[src/rtl/core/ssd3_pkg.sv]
// ----------------------------------------------------------------------------
// ssd3_pkg: shared constants and types for the segment distance block
// Default field widths, result range, queue sizing and status struct.
// ----------------------------------------------------------------------------
package ssd3_pkg;

  localparam int COORD_BITS      = 16;
  localparam int PARAM_FRAC_BITS = 16;
  localparam int DIST_FRAC_BITS  = 8;
  localparam int DIST_W          = 25;
  // Queue depth between front and back; keep it a power of two.
  localparam int QUEUE_DEPTH     = 4;

  localparam logic [DIST_W-1:0] DIST_MAX = '1;

  typedef struct packed {
    logic full;
    logic empty;
  } queue_status_t;

  // Width of one queue entry: sN, sD, tN, tD and the nine direction terms.
  function automatic int queue_w(input int coord_bits);
    int dw;
    int nw;
    dw = coord_bits + 1;
    nw = 2 * (2 * dw + 2) + 1;
    queue_w = 4 * nw + 9 * dw;
  endfunction

endpackage

[src/rtl/core/ssd3_fifo.sv]
// ----------------------------------------------------------------------------
// ssd3_fifo: short queue between front and back
// Flop-based circular buffer; depth must be a power of two.
// ----------------------------------------------------------------------------
module ssd3_fifo #(
  parameter int W     = 8,
  parameter int DEPTH = ssd3_pkg::QUEUE_DEPTH
) (
  input  logic                    clk_i,
  input  logic                    rst_ni,
  input  logic                    in_valid_i,
  output logic                    in_ready_o,
  input  logic [W-1:0]            in_data_i,
  output logic                    out_valid_o,
  input  logic                    out_ready_i,
  output logic [W-1:0]            out_data_o,
  output ssd3_pkg::queue_status_t status_o
);

  localparam int AW = (DEPTH > 1) ? $clog2(DEPTH) : 1;

  logic [W-1:0]  mem_q [DEPTH];
  logic [AW-1:0] wr_q, rd_q;
  logic [AW:0]   cnt_q;
  logic          push, pop;

  assign in_ready_o  = (cnt_q != (AW+1)'(DEPTH));
  assign out_valid_o = (cnt_q != '0);
  assign push        = in_valid_i && in_ready_o;
  assign pop         = out_valid_o && out_ready_i;
  assign out_data_o  = mem_q[rd_q];

  assign status_o.full  = !in_ready_o;
  assign status_o.empty = !out_valid_o;

  always_ff @(posedge clk_i) begin
    if (push) begin
      mem_q[wr_q] <= in_data_i;
    end
  end

  always_ff @(posedge clk_i or negedge rst_ni) begin
    if (!rst_ni) begin
      wr_q  <= '0;
      rd_q  <= '0;
      cnt_q <= '0;
    end else begin
      if (push) begin
        wr_q <= wr_q + AW'(1);
      end
      if (pop) begin
        rd_q <= rd_q + AW'(1);
      end
      case ({push, pop})
        2'b10:   cnt_q <= cnt_q + (AW+1)'(1);
        2'b01:   cnt_q <= cnt_q - (AW+1)'(1);
        default: cnt_q <= cnt_q;
      endcase
    end
  end

endmodule

[config.mk]
export PLATFORM = sky130hd
export DESIGN_NAME = ssd3_fifo
export DESIGN_NICKNAME = d
export VERILOG_FILES = /design/src/rtl/core/ssd3_pkg.sv /design/src/rtl/core/ssd3_fifo.sv
export SDC_FILE = /design/constraint.sdc
export NUM_CORES = 1
export LEC_CHECK = 0
export BUFFER_PORTS_ARGS = -buffer_cell sky130_fd_sc_hd__buf_2
export CORE_ASPECT_RATIO = 0.75
export CORE_UTILIZATION = 40
export DETAILED_ROUTE_END_ITERATION = 16
export GPL_ROUTABILITY_DRIVEN = 1
export HOLD_SLACK_MARGIN = 0.08
export PLACE_DENSITY = 0.57
export SYNTH_ARGS = -nofsm -noshare
export SYNTH_HDL_FRONTEND = slang
export SYNTH_SLANG_ARGS = --single-unit
[constraint.sdc]
create_clock -name clk_i -period 2.1 [get_ports clk_i]
set_input_delay 0.315 -clock clk_i [delete_from_list [all_inputs] [get_ports clk_i]]
set_output_delay 0.315 -clock clk_i [all_outputs]
set_load 0.01 [all_outputs]
# Yosys cells after proc, flatten, opt, wreduce, memory -nomap -nowiden

Memories as Yosys holds them, arrays and structs flattened.
Cells that the tools add are included.

Output and inout port bits: 12
Register bits: 7
Memories kept: 1
Bits in latches: 0
Word-level logic and storage cells: 20
ROM bits: 0
RAM bits: 32
Input port bits: 12

Memories:

| memory | words | width | read ports | clocked after Yosys merged registers in | wr ports | line            | RTL |
|---|---|---|---|---|---|---|---|
| mem_q  | 4     | 8     | 1          | 0                                       | 1        | ssd3_fifo.sv:22 | `logic [W-1:0] mem_q [DEPTH];` |

Reduce and logical (&&, ||, !) cells: 6
Shift operators: 0
Bitwise gates (word level): 0
Mux-type cells: 3
Equality and inequality tests: 3
Divide/modulo/power cells: 0
Multiply operators: 0
Add/sub/neg operators: 4
Order comparisons: 0

Operators by type and width:

| operator                                                           | number |
|---|---|
| 3-bit case mux with 2 select lines                                 | 1 |
| 2-bit by 1-bit adder with 2-bit output, second input constant      | 2 |
| 3-bit by 1-bit adder with 3-bit output, second input constant      | 1 |
| 3-bit != test, second input constant                               | 1 |
| 3-bit nonzero test                                                 | 1 |
| 3-bit by 1-bit subtractor with 3-bit output, second input constant | 1 |
| 2-bit by 1-bit == test with 1-bit output, second input constant    | 1 |
| 2-bit == test, second input constant                               | 1 |
| 1-bit logical AND                                                  | 2 |
| 1-bit logical NOT                                                  | 2 |
| 1-bit two-way mux                                                  | 2 |
| 2-bit nonzero test                                                 | 1 |

# Logic depth before layout (Yosys ltp)

Gate-level depths: netlist of the first run.

Depth after elaboration: 4
Gate-level depth with buffers: 11
Depth with buffers taken out: 11

# Worst setup path after synthesis of the first run

OpenSTA, ideal clock, no wires.

Path kind: register to register
From: register cnt_q[0]
To: register cnt_q[2]
Setup time: 0.079 ns
Path slack: 0.229 ns
Stages on the path, launching flop included: 12
Data arrival time: 1.792 ns
Path buffers: 0
Period minus slack after synthesis: 1.871 ns
Required time: 2.021 ns
Path through: dfrtp_1 inv_1 nand3_2 inv_2 nor2b_4 inv_1 ha_1 inv_1 fa_1 xor2_1 nor2_1 xor2_1

Longest elaborated chain between the ends: 4
Elaborated cells between the ends (all ways): 10
Classes of those cells: add/sub: 2; eq/ne: 3; mux: 1; reduce/logical: 4

RTL lines:

| element                                                                          | line            | RTL |
|---|---|---|
| start, declared                                                                  | ssd3_fifo.sv:24 | `logic [AW:0] cnt_q;` |
| start signal, assigned                                                           | ssd3_fifo.sv:55 | `2'b10: cnt_q <= cnt_q + (AW+1)'(1);` |
| start signal, assigned                                                           | ssd3_fifo.sv:56 | `2'b01: cnt_q <= cnt_q - (AW+1)'(1);` |
| start signal, assigned                                                           | ssd3_fifo.sv:57 | `default: cnt_q <= cnt_q;` |
| 3-bit != test *                                                                  | ssd3_fifo.sv:27 | `assign in_ready_o = (cnt_q != (AW+1)'(DEPTH));` |
| net in_ready_o                                                                   | ssd3_fifo.sv:12 | `output logic in_ready_o,` |
| 1-bit logical AND *                                                              | ssd3_fifo.sv:29 | `assign push = in_valid_i && in_ready_o;` |
| 2-bit by 1-bit == test with 1-bit output / 2-bit == test (equally long branches) | ssd3_fifo.sv:54 | `case ({push, pop})` |
| 3-bit case mux with 2 select lines / 2-bit nonzero test (equally long branches)  | n/a             |  |

The timed path passes the listed nets; every way through them passes the cells marked *.
A chain may end at the register's enable or synchronous reset.

# Worst setup path in the final report of the first run

From: register cnt_q[0]
To: register cnt_q[2]

Longest elaborated chain between the ends: 4
Elaborated cells between the ends (all ways): 10
Classes of those cells: add/sub: 2; eq/ne: 3; mux: 1; reduce/logical: 4

RTL lines:

| element                                                                          | line |
|---|---|
| 3-bit != test / 3-bit nonzero test (equally long branches)                       | ssd3_fifo.sv:27, ssd3_fifo.sv:28 |
| 1-bit logical AND, on equally long branches                                      | ssd3_fifo.sv:29, ssd3_fifo.sv:30 |
| 2-bit by 1-bit == test with 1-bit output / 2-bit == test (equally long branches) | ssd3_fifo.sv:54 |
| 3-bit case mux with 2 select lines / 2-bit nonzero test (equally long branches)  | n/a |

Several ways; a longest one is shown, not always the timed one.

==> results of run 1 <==
## cells in the final DEF, fill, tap and decap left out, drive strengths merged
cell type,count
edfxtp,32
buf,25
mux4,8
inv,8
dfrtp,7
clkbuf,6
ha,5
and2,5
xnor2,3
xor2,3
nand3,2
or3,1
nor2b,1
mux2i,1
mux2,1
nor2,1
fa,1
bufinv,1
clkinv,1
dlygate4sd3,1
## stage by stage
stage               utilization  setup slack, ps  std cells  hold slack (ps)
CTS                      0.5099            179.3        165            231.1
detailed placement       0.4757            187.1        156            163.5
global placement         0.4757            242.7        156            164.6
finish                   0.5099            195.6        165            235.1
floorplan                     -            229.2         81            19.41
global route             0.5099            4.079        165            228.2
## registers in the layout (all words and copies together), names as in the netlist
register  count
mem_q        32
cnt_q         3
rd_q          2
wr_q          2
## area by class of cell
cell class              count  area, um^2
inverters                   8       30.03
repair buffers             26       140.1
fillers                   331        1829
clock inverters             2       35.03
well taps                  52       65.06
multi-input cells          32       414.1
flip-flops and latches     39        1136
clock buffers               6       82.58
## how the worst max path moves through the flow
stage | startpoint | endpoint | cells after the start
finish | cnt_q[0]$_DFFE_PN0P_ | cnt_q[2]$_DFFE_PN0P_ | 11
detailed placement | cnt_q[0]$_DFFE_PN0P_ | cnt_q[2]$_DFFE_PN0P_ | 11
floorplan | cnt_q[0]$_DFFE_PN0P_ | cnt_q[2]$_DFFE_PN0P_ | 11
global route | cnt_q[0]$_DFFE_PN0P_ | cnt_q[2]$_DFFE_PN0P_ | 11
CTS | cnt_q[0]$_DFFE_PN0P_ | cnt_q[2]$_DFFE_PN0P_ | 11
global placement | cnt_q[1]$_DFFE_PN0P_ | cnt_q[2]$_DFFE_PN0P_ | 8
## cells by family (layout without fill, tap and decap cells)
group | count (synthesis) | count (layout) | synth area share
DFF | 39 | 39 | 0.7150
xor gates and xnor gates | 6 | 6 | 0.03308
and+or+nand+nor | 10 | 10 | 0.04881
muxes | 10 | 10 | 0.1268
adders and majority gates | 6 | 6 | 0.05197
buffers and inverters | 10 | 42 | 0.02440
## cells in the mapped netlist
cell type / n
and2_1: 4
and2_4: 1
buf_2: 1
clkbuf_1: 1
dfrtp_1: 7
edfxtp_1: 32
fa_1: 1
ha_1: 5
inv_1: 7
inv_2: 1
mux2_2: 1
mux2i_1: 1
mux4_2: 8
nand3_1: 1
nand3_2: 1
nor2_1: 1
nor2b_4: 1
or3_4: 1
xnor2_1: 3
xor2_1: 3
## metal layers
| metal | global-route usage | wire length (um) | vias up |
|---|---|---|---|
| met1 | 0.1839 | 1165 | 380 |
| met3 | 0.07002 | 114 | 5 |
| met2 | 0.2111 | 1155 | 15 |
| li1 | - | - | 360 |
| met5 | 0 | 0 | - |
| met4 | 0.04852 | 31 | 0 |
## worst reg2reg max path, delay by kind of cell (launching register included)
kind,cells,cell delay [ps]
xor gates and xnor gates,2,300
adders and majority gates,2,540
buffers and inverters,4,320
DFF,1,410
and+or+nand+nor,3,280
## power breakdown
part           internal [mW]  switching, mW  total, mW  leakage [nW]
Combinational          0.438          0.436      0.873         0.309
Sequential              1.05          0.110       1.16         0.375
Clock                  0.384          0.255      0.639        0.0612
Total                   1.87          0.800       2.67         0.745
==> out/qor.yml, run 1 <==
cellLeakagePower_nw: 0.7449
cts_tree: "done"
dr.first_iter.drc_count: 13
ctsResizeCount: 0
routed_wl_mm: 2.467
rrSetupSlack_ps: 200
worst_path_max_delay_cell: "dfrtp_1"
drive_gt1_frac: 0.4159
syn_area_um2: 1589
r2r-end: "cnt_q[2]$_DFFE_PN0P_"
worstRegToRegCells: 11
grt_use_total: 0.1432
hold_start: "in_data_i[3]"
synth-seq-cells: 39
worstHoldEndpoint: "mem_q[3][3]$_DFFE_PP_"
fin_crit_ps: 1904
cp.required_ps: 2320
hold_depth: 1
fin_area_um2: 1903
r2r_start: "cnt_q[0]$_DFFE_PN0P_"
ios: 24
clkLatencyLatePin_ps: 290
wl_per_cell_um: 14.95
rows: 19
hold_path_class: "primary input to flop"
power_density_nw_per_um2: 1404
vias: 760
setup_violations: 0
fin_nets: 130
finalSetupTns_ps: 0
core_um2: 3732
clock-sinks: 39
synth.avg_cell_area_um2: 19.62
syn_inst: 81
path_cells: "inv_1 -> nand3_2 -> inv_2 -> nor2b_4 -> inv_1 -> ha_1 -> inv_1 -> fa_1 -> xor2_1 -> nor2_1 -> xor2_1"
cp_top_family: "adder cells"
worstPathArrival_ps: 2120
initial_core_util: 0.4257
cpPeakStageDelay_ps: 410
fmax_mhz: 525.1
synth_largest_area_cell: "edfxtp_1"
cp-end-kind: "flop"
final-max-slew-violation-count: 0
cp_max_fo: 7
cts.clk_slew.worst_paths_ps: 80
max-clock-path-buffers: 2
synth_nets: 99
grt.overflow.total: 0
antenna_left: 0
viasPerCell: 4.606
fin_skew_ps: 6.762
drc: 0
die_w_um: 74.78
ys_seq_area_frac: 0.7150
antennaDiodeCount: 0
drv_cap: 0
die_h_um: 56.59
root_buffer: "clkbuf_8"
cts_max_level: 2
status: "finished clean"
synth_area_leaders: "edfxtp_1, mux4_2, dfrtp_1"
numCtsBuffers: 5
post-route-period-util: 0.9069
dp.final_hpwl_mm: 1.716
synth_top_area_frac: 0.6047
rsz0062_at_grt: "no"
cp_common_cell: "inv_1"
antenna_found_initial: 0
start_kind: "flop"
peakVddDrop_mv: 0.7434
place.gp.congestion: 0.7432
worst_pin_slew_ps: 483.7
dieArea_um2: 4231
synthToLayoutAreaGrowth_pct: 19.76
yosys_warnings: 0
grt_pass1_wl_mm: 4.071
slew_headroom: 0.6775
firstDrtPassIters: 4
power_mw: 2.672
hold_viol: 0
grt_max_degree: 13
worstSetupPathType: "flop to flop"
hold_buffers: 1
portBuffers: 23
cts_setup_buffers: 0
cp_num_buf_inv: 4
place_area_um2: 1775
grt_pass1_vias: 844
synth_cell_type_count: 20
No activity file was read; power rests on OpenSTA's default activity.
==> run 2, diff against run 1 <==
--- a/config.mk
+++ b/config.mk
@@ -5,6 +5,7 @@
 export SDC_FILE = /design/constraint.sdc
 export NUM_CORES = 1
 export LEC_CHECK = 0
+export ABC_AREA = 1
 export BUFFER_PORTS_ARGS = -buffer_cell sky130_fd_sc_hd__buf_2
 export CORE_ASPECT_RATIO = 0.75
 export CORE_UTILIZATION = 40
@@ -12,6 +13,7 @@
 export GPL_ROUTABILITY_DRIVEN = 1
 export HOLD_SLACK_MARGIN = 0.08
 export PLACE_DENSITY = 0.57
+export SLEW_MARGIN = 0
 export SYNTH_ARGS = -nofsm -noshare
 export SYNTH_HDL_FRONTEND = slang
 export SYNTH_SLANG_ARGS = --single-unit
==> run 2 against run 1 <==
Final cell count increased by 46%. Synthesized cell count increased by 90%. Non-clock buffer count rose by 2. Count of clock-buffer cells in the layout shrank 1. Critical endpoint is now out_data_o[5].
==> out/qor.yml, run 2 <==
cp_common_cell: "nand2_1"
hold_buffers: 1  # unchanged
die_h_um: 59.35  # +4.9%
post-route-period-util: 0.8983  # -0.008560
rsz0062_at_grt: "no"
power_mw: 2.924  # +9.4%
grt_use_total: 0.1535  # +0.01034
dr.first_iter.drc_count: 54  # +41
final_cell_mix: "nand2_1, edfxtp_1, inv_1"
fmax_mhz: 530.1  # +0.95%
largest_reg_flops: 32  # unchanged
root_buffer: "clkbuf_8"
viasPerCell: 4.548  # -1.3%
antenna_left: 0  # unchanged
clockPowerShare: 0.250  # +0.011
ctsResizeCount: 0  # unchanged
place_ws_ps: 311.5  # +124.4 ps
switching_share: 0.3505  # +0.05114
yosys_warnings: 0  # unchanged
dp.final_hpwl_mm: 2.061  # +20%
antennaDiodeCount: 0  # unchanged
met3_usage: 0.04462  # -0.02540
internal_power_mw: 1.899  # +1.5%
muxShareOfSynthArea: 0  # -0.1268
worst_pin_slew_ps: 502.7  # +19.01 ps
final_common_cell: "nand2_1"
path_cells: "inv_2 -> nand2_1 -> o211ai_1 -> nand2_1 -> buf_2"
grtUsageMet1: 0.1796  # -0.004281
synthArstFlopShare: 0.1795  # unchanged
cts.clk_slew.worst_paths_ps: 70  # about the same
synth_most_common_cell: "nand2_1"
comb_power_share: 0.355  # +0.028
synth_largest_area_cell: "edfxtp_1"
synth_top_family_by_area: "simple AND/OR/NAND/NOR gates"
grt.overflow.total: 0  # unchanged
clkLatencyLatePin_ps: 290  # about the same
synth_top_area_frac: 0.5478  # -0.05694
grt_max_degree: 34  # +21
grt_use_met2: 0.2506  # +0.03956
synth_top_cells_by_count: "nand2_1, edfxtp_1, inv_1"
cts_tree: "done"
p_switching_mw: 1.025  # +28%
synth_area_leaders: "edfxtp_1, dfrtp_1, nand2_1"
fin_skew_ps: 3.088  # -3.674 ps
firstDrtPassIters: 4  # unchanged
synth_edf_count: 32  # unchanged
synth.avg_cell_area_um2: 11.39  # -42%
rows: 20  # +1
grt_pass1_wl_mm: 4.974  # +22%
fin_crit_ps: 1886  # -17.98 ps
clock-sinks: 39  # unchanged
die_w_um: 78.47  # +4.9%
ys_seq_area_frac: 0.6476  # -0.06731
synthToLayoutAreaGrowth_pct: 18.05
setup_violations: 0  # unchanged
top_register: "mem_q"
largest_registers: "mem_q (32), cnt_q (3)"
ios: 24  # unchanged
syn_area_um2: 1754  # +10%
cp.required_ps: 1780  # -540 ps
worstPathArrival_ps: 1570  # -550 ps
peakVddDrop_mv: 0.5404  # -27%
cellLeakagePower_nw: 0.9393  # +26%
status: "finished clean"
worst_path_max_delay_cell: "dfrtp_1"
wl_per_cell_um: 12.40  # -17%
syn_inst: 154  # +90%
synth-seq-cells: 39  # unchanged
synth_nets: 172  # +74%
initial_core_util: 0.4248  # -0.0008975
final-max-slew-violation-count: 0  # unchanged
synth-compound-area-share: 0.07133  # +0.07133
core_um2: 4129  # +11%
fin_nets: 203  # +56%
worstSetupPathType: "flop to output pin"
place.gp.congestion: 0.7662  # +3.1%
p_seq_frac: 0.395  # -0.039
routed_wl_mm: 2.989  # +21%
drive_gt1_frac: 0.2258  # -0.1901
start_kind: "flop"
portBuffers: 23  # unchanged
cpPeakStageDelay_ps: 420  # about the same
slew_headroom: 0.6643  # -0.01316
synth_ff_type: "edfxtp_1"
max-clock-path-buffers: 2  # unchanged
synth_xor_area_frac: 0.004993  # -0.02808
cts_max_level: 2  # unchanged
drc: 0  # unchanged
hold_viol: 0  # unchanged
numCtsBuffers: 5  # unchanged
power_density_nw_per_um2: 1412  # +0.58%
vias: 1096  # +44%
postLayoutSetupSlackWorst_ps: 213.5  # +17.98 ps
grt_pass1_vias: 1087  # +29%
cp-end-kind: "output pin"
dieArea_um2: 4657  # +10%
cp_max_fo: 33  # +26
yosys.area_share.simple: 0.1312  # +0.08242
finalSetupTns_ps: 0  # unchanged
hold_path_class: "primary input to flop"
drv_cap: 0  # unchanged
cts_setup_buffers: 0  # unchanged
synth_cell_type_count: 19  # -5.0%
synth_adder_area_share: 0.04708  # -0.004893
antenna_found_initial: 0  # unchanged
top_usage_layer: "met2"
## run 2: routing by layer
metal	wire length [um]	up-vias
li1	-	565
met5	0	-
met1	1432	505
met2	1363	17
met4	75	0
met3	118	9
## run 2: per-stage QoR
stage | hold WS (ps) | cells | instance area [um^2] | util
after floorplan | 19.41 | 154 | 1754 | -
after detailed placement | 168.2 | 232 | 1924 | 0.4661
final | 238.2 | 241 | 2071 | 0.5015
after CTS | 225.3 | 241 | 2071 | 0.5015
after global routing | 218.2 | 241 | 2071 | 0.5015
after global placement | 161.0 | 232 | 1924 | 0.4661
## run 2: cell families (layout without fill, tap and decap cells)
kind of cell,after synthesis,in the layout
and+or+nand+nor,53,53
DFF,39,39
buffers and inverters,38,70
AOI/OAI and AO/OA,17,17
adders and majority gates,6,6
xor gates and xnor gates,1,1
## run 2: path summary, 6_finish.rpt
kind                                 startpoint               endpoint  slack, ps  cells past startpoint
min                                in_data_i[2]  mem_q[1][2]$_DFFE_PP_        240                      1
max reg2reg                cnt_q[0]$_DFFE_PN0P_   cnt_q[2]$_DFFE_PN0P_        320                     10
max                         rd_q[0]$_DFFE_PN0P_          out_data_o[5]        210                      5
min reg2reg                cnt_q[0]$_DFFE_PN0P_   cnt_q[0]$_DFFE_PN0P_        500                      1
max in group asynchronous                rst_ni    rd_q[1]$_DFFE_PN0P_       1540                      2
min in group asynchronous                rst_ni   cnt_q[0]$_DFFE_PN0P_        400                      2
## run 2: power by group through the flow
stage,Sequential [mW],Clock (mW),Combinational [mW]
5_1_grt,1.18,0.780,1.21
2_1_floorplan,1.12,0,0.808
3_3_place_gp,1.17,0,1.03
3_5_place_dp,1.17,0,1.06
6_report,1.16,0.730,1.04
4_1_cts,1.16,0.754,1.06
## run 2: cell type report
type	instances	area, um^2
inverters	34	127.6
clock buffers	5	68.82
clock inverters	3	67.56
flip-flops and latches	39	1136
fillers	388	2058
repair buffers	28	155.1
well taps	55	68.82
multi-input cells	77	446.7
## run 2: worst max-delay path, delay by kind of cell, from the launching register on
family	cells	cell delay [ps]
buffers and inverters	2	540
flip-flops	1	420
AND/OR/NAND/NOR	2	210
AO/OA/AOI/OAI	1	110
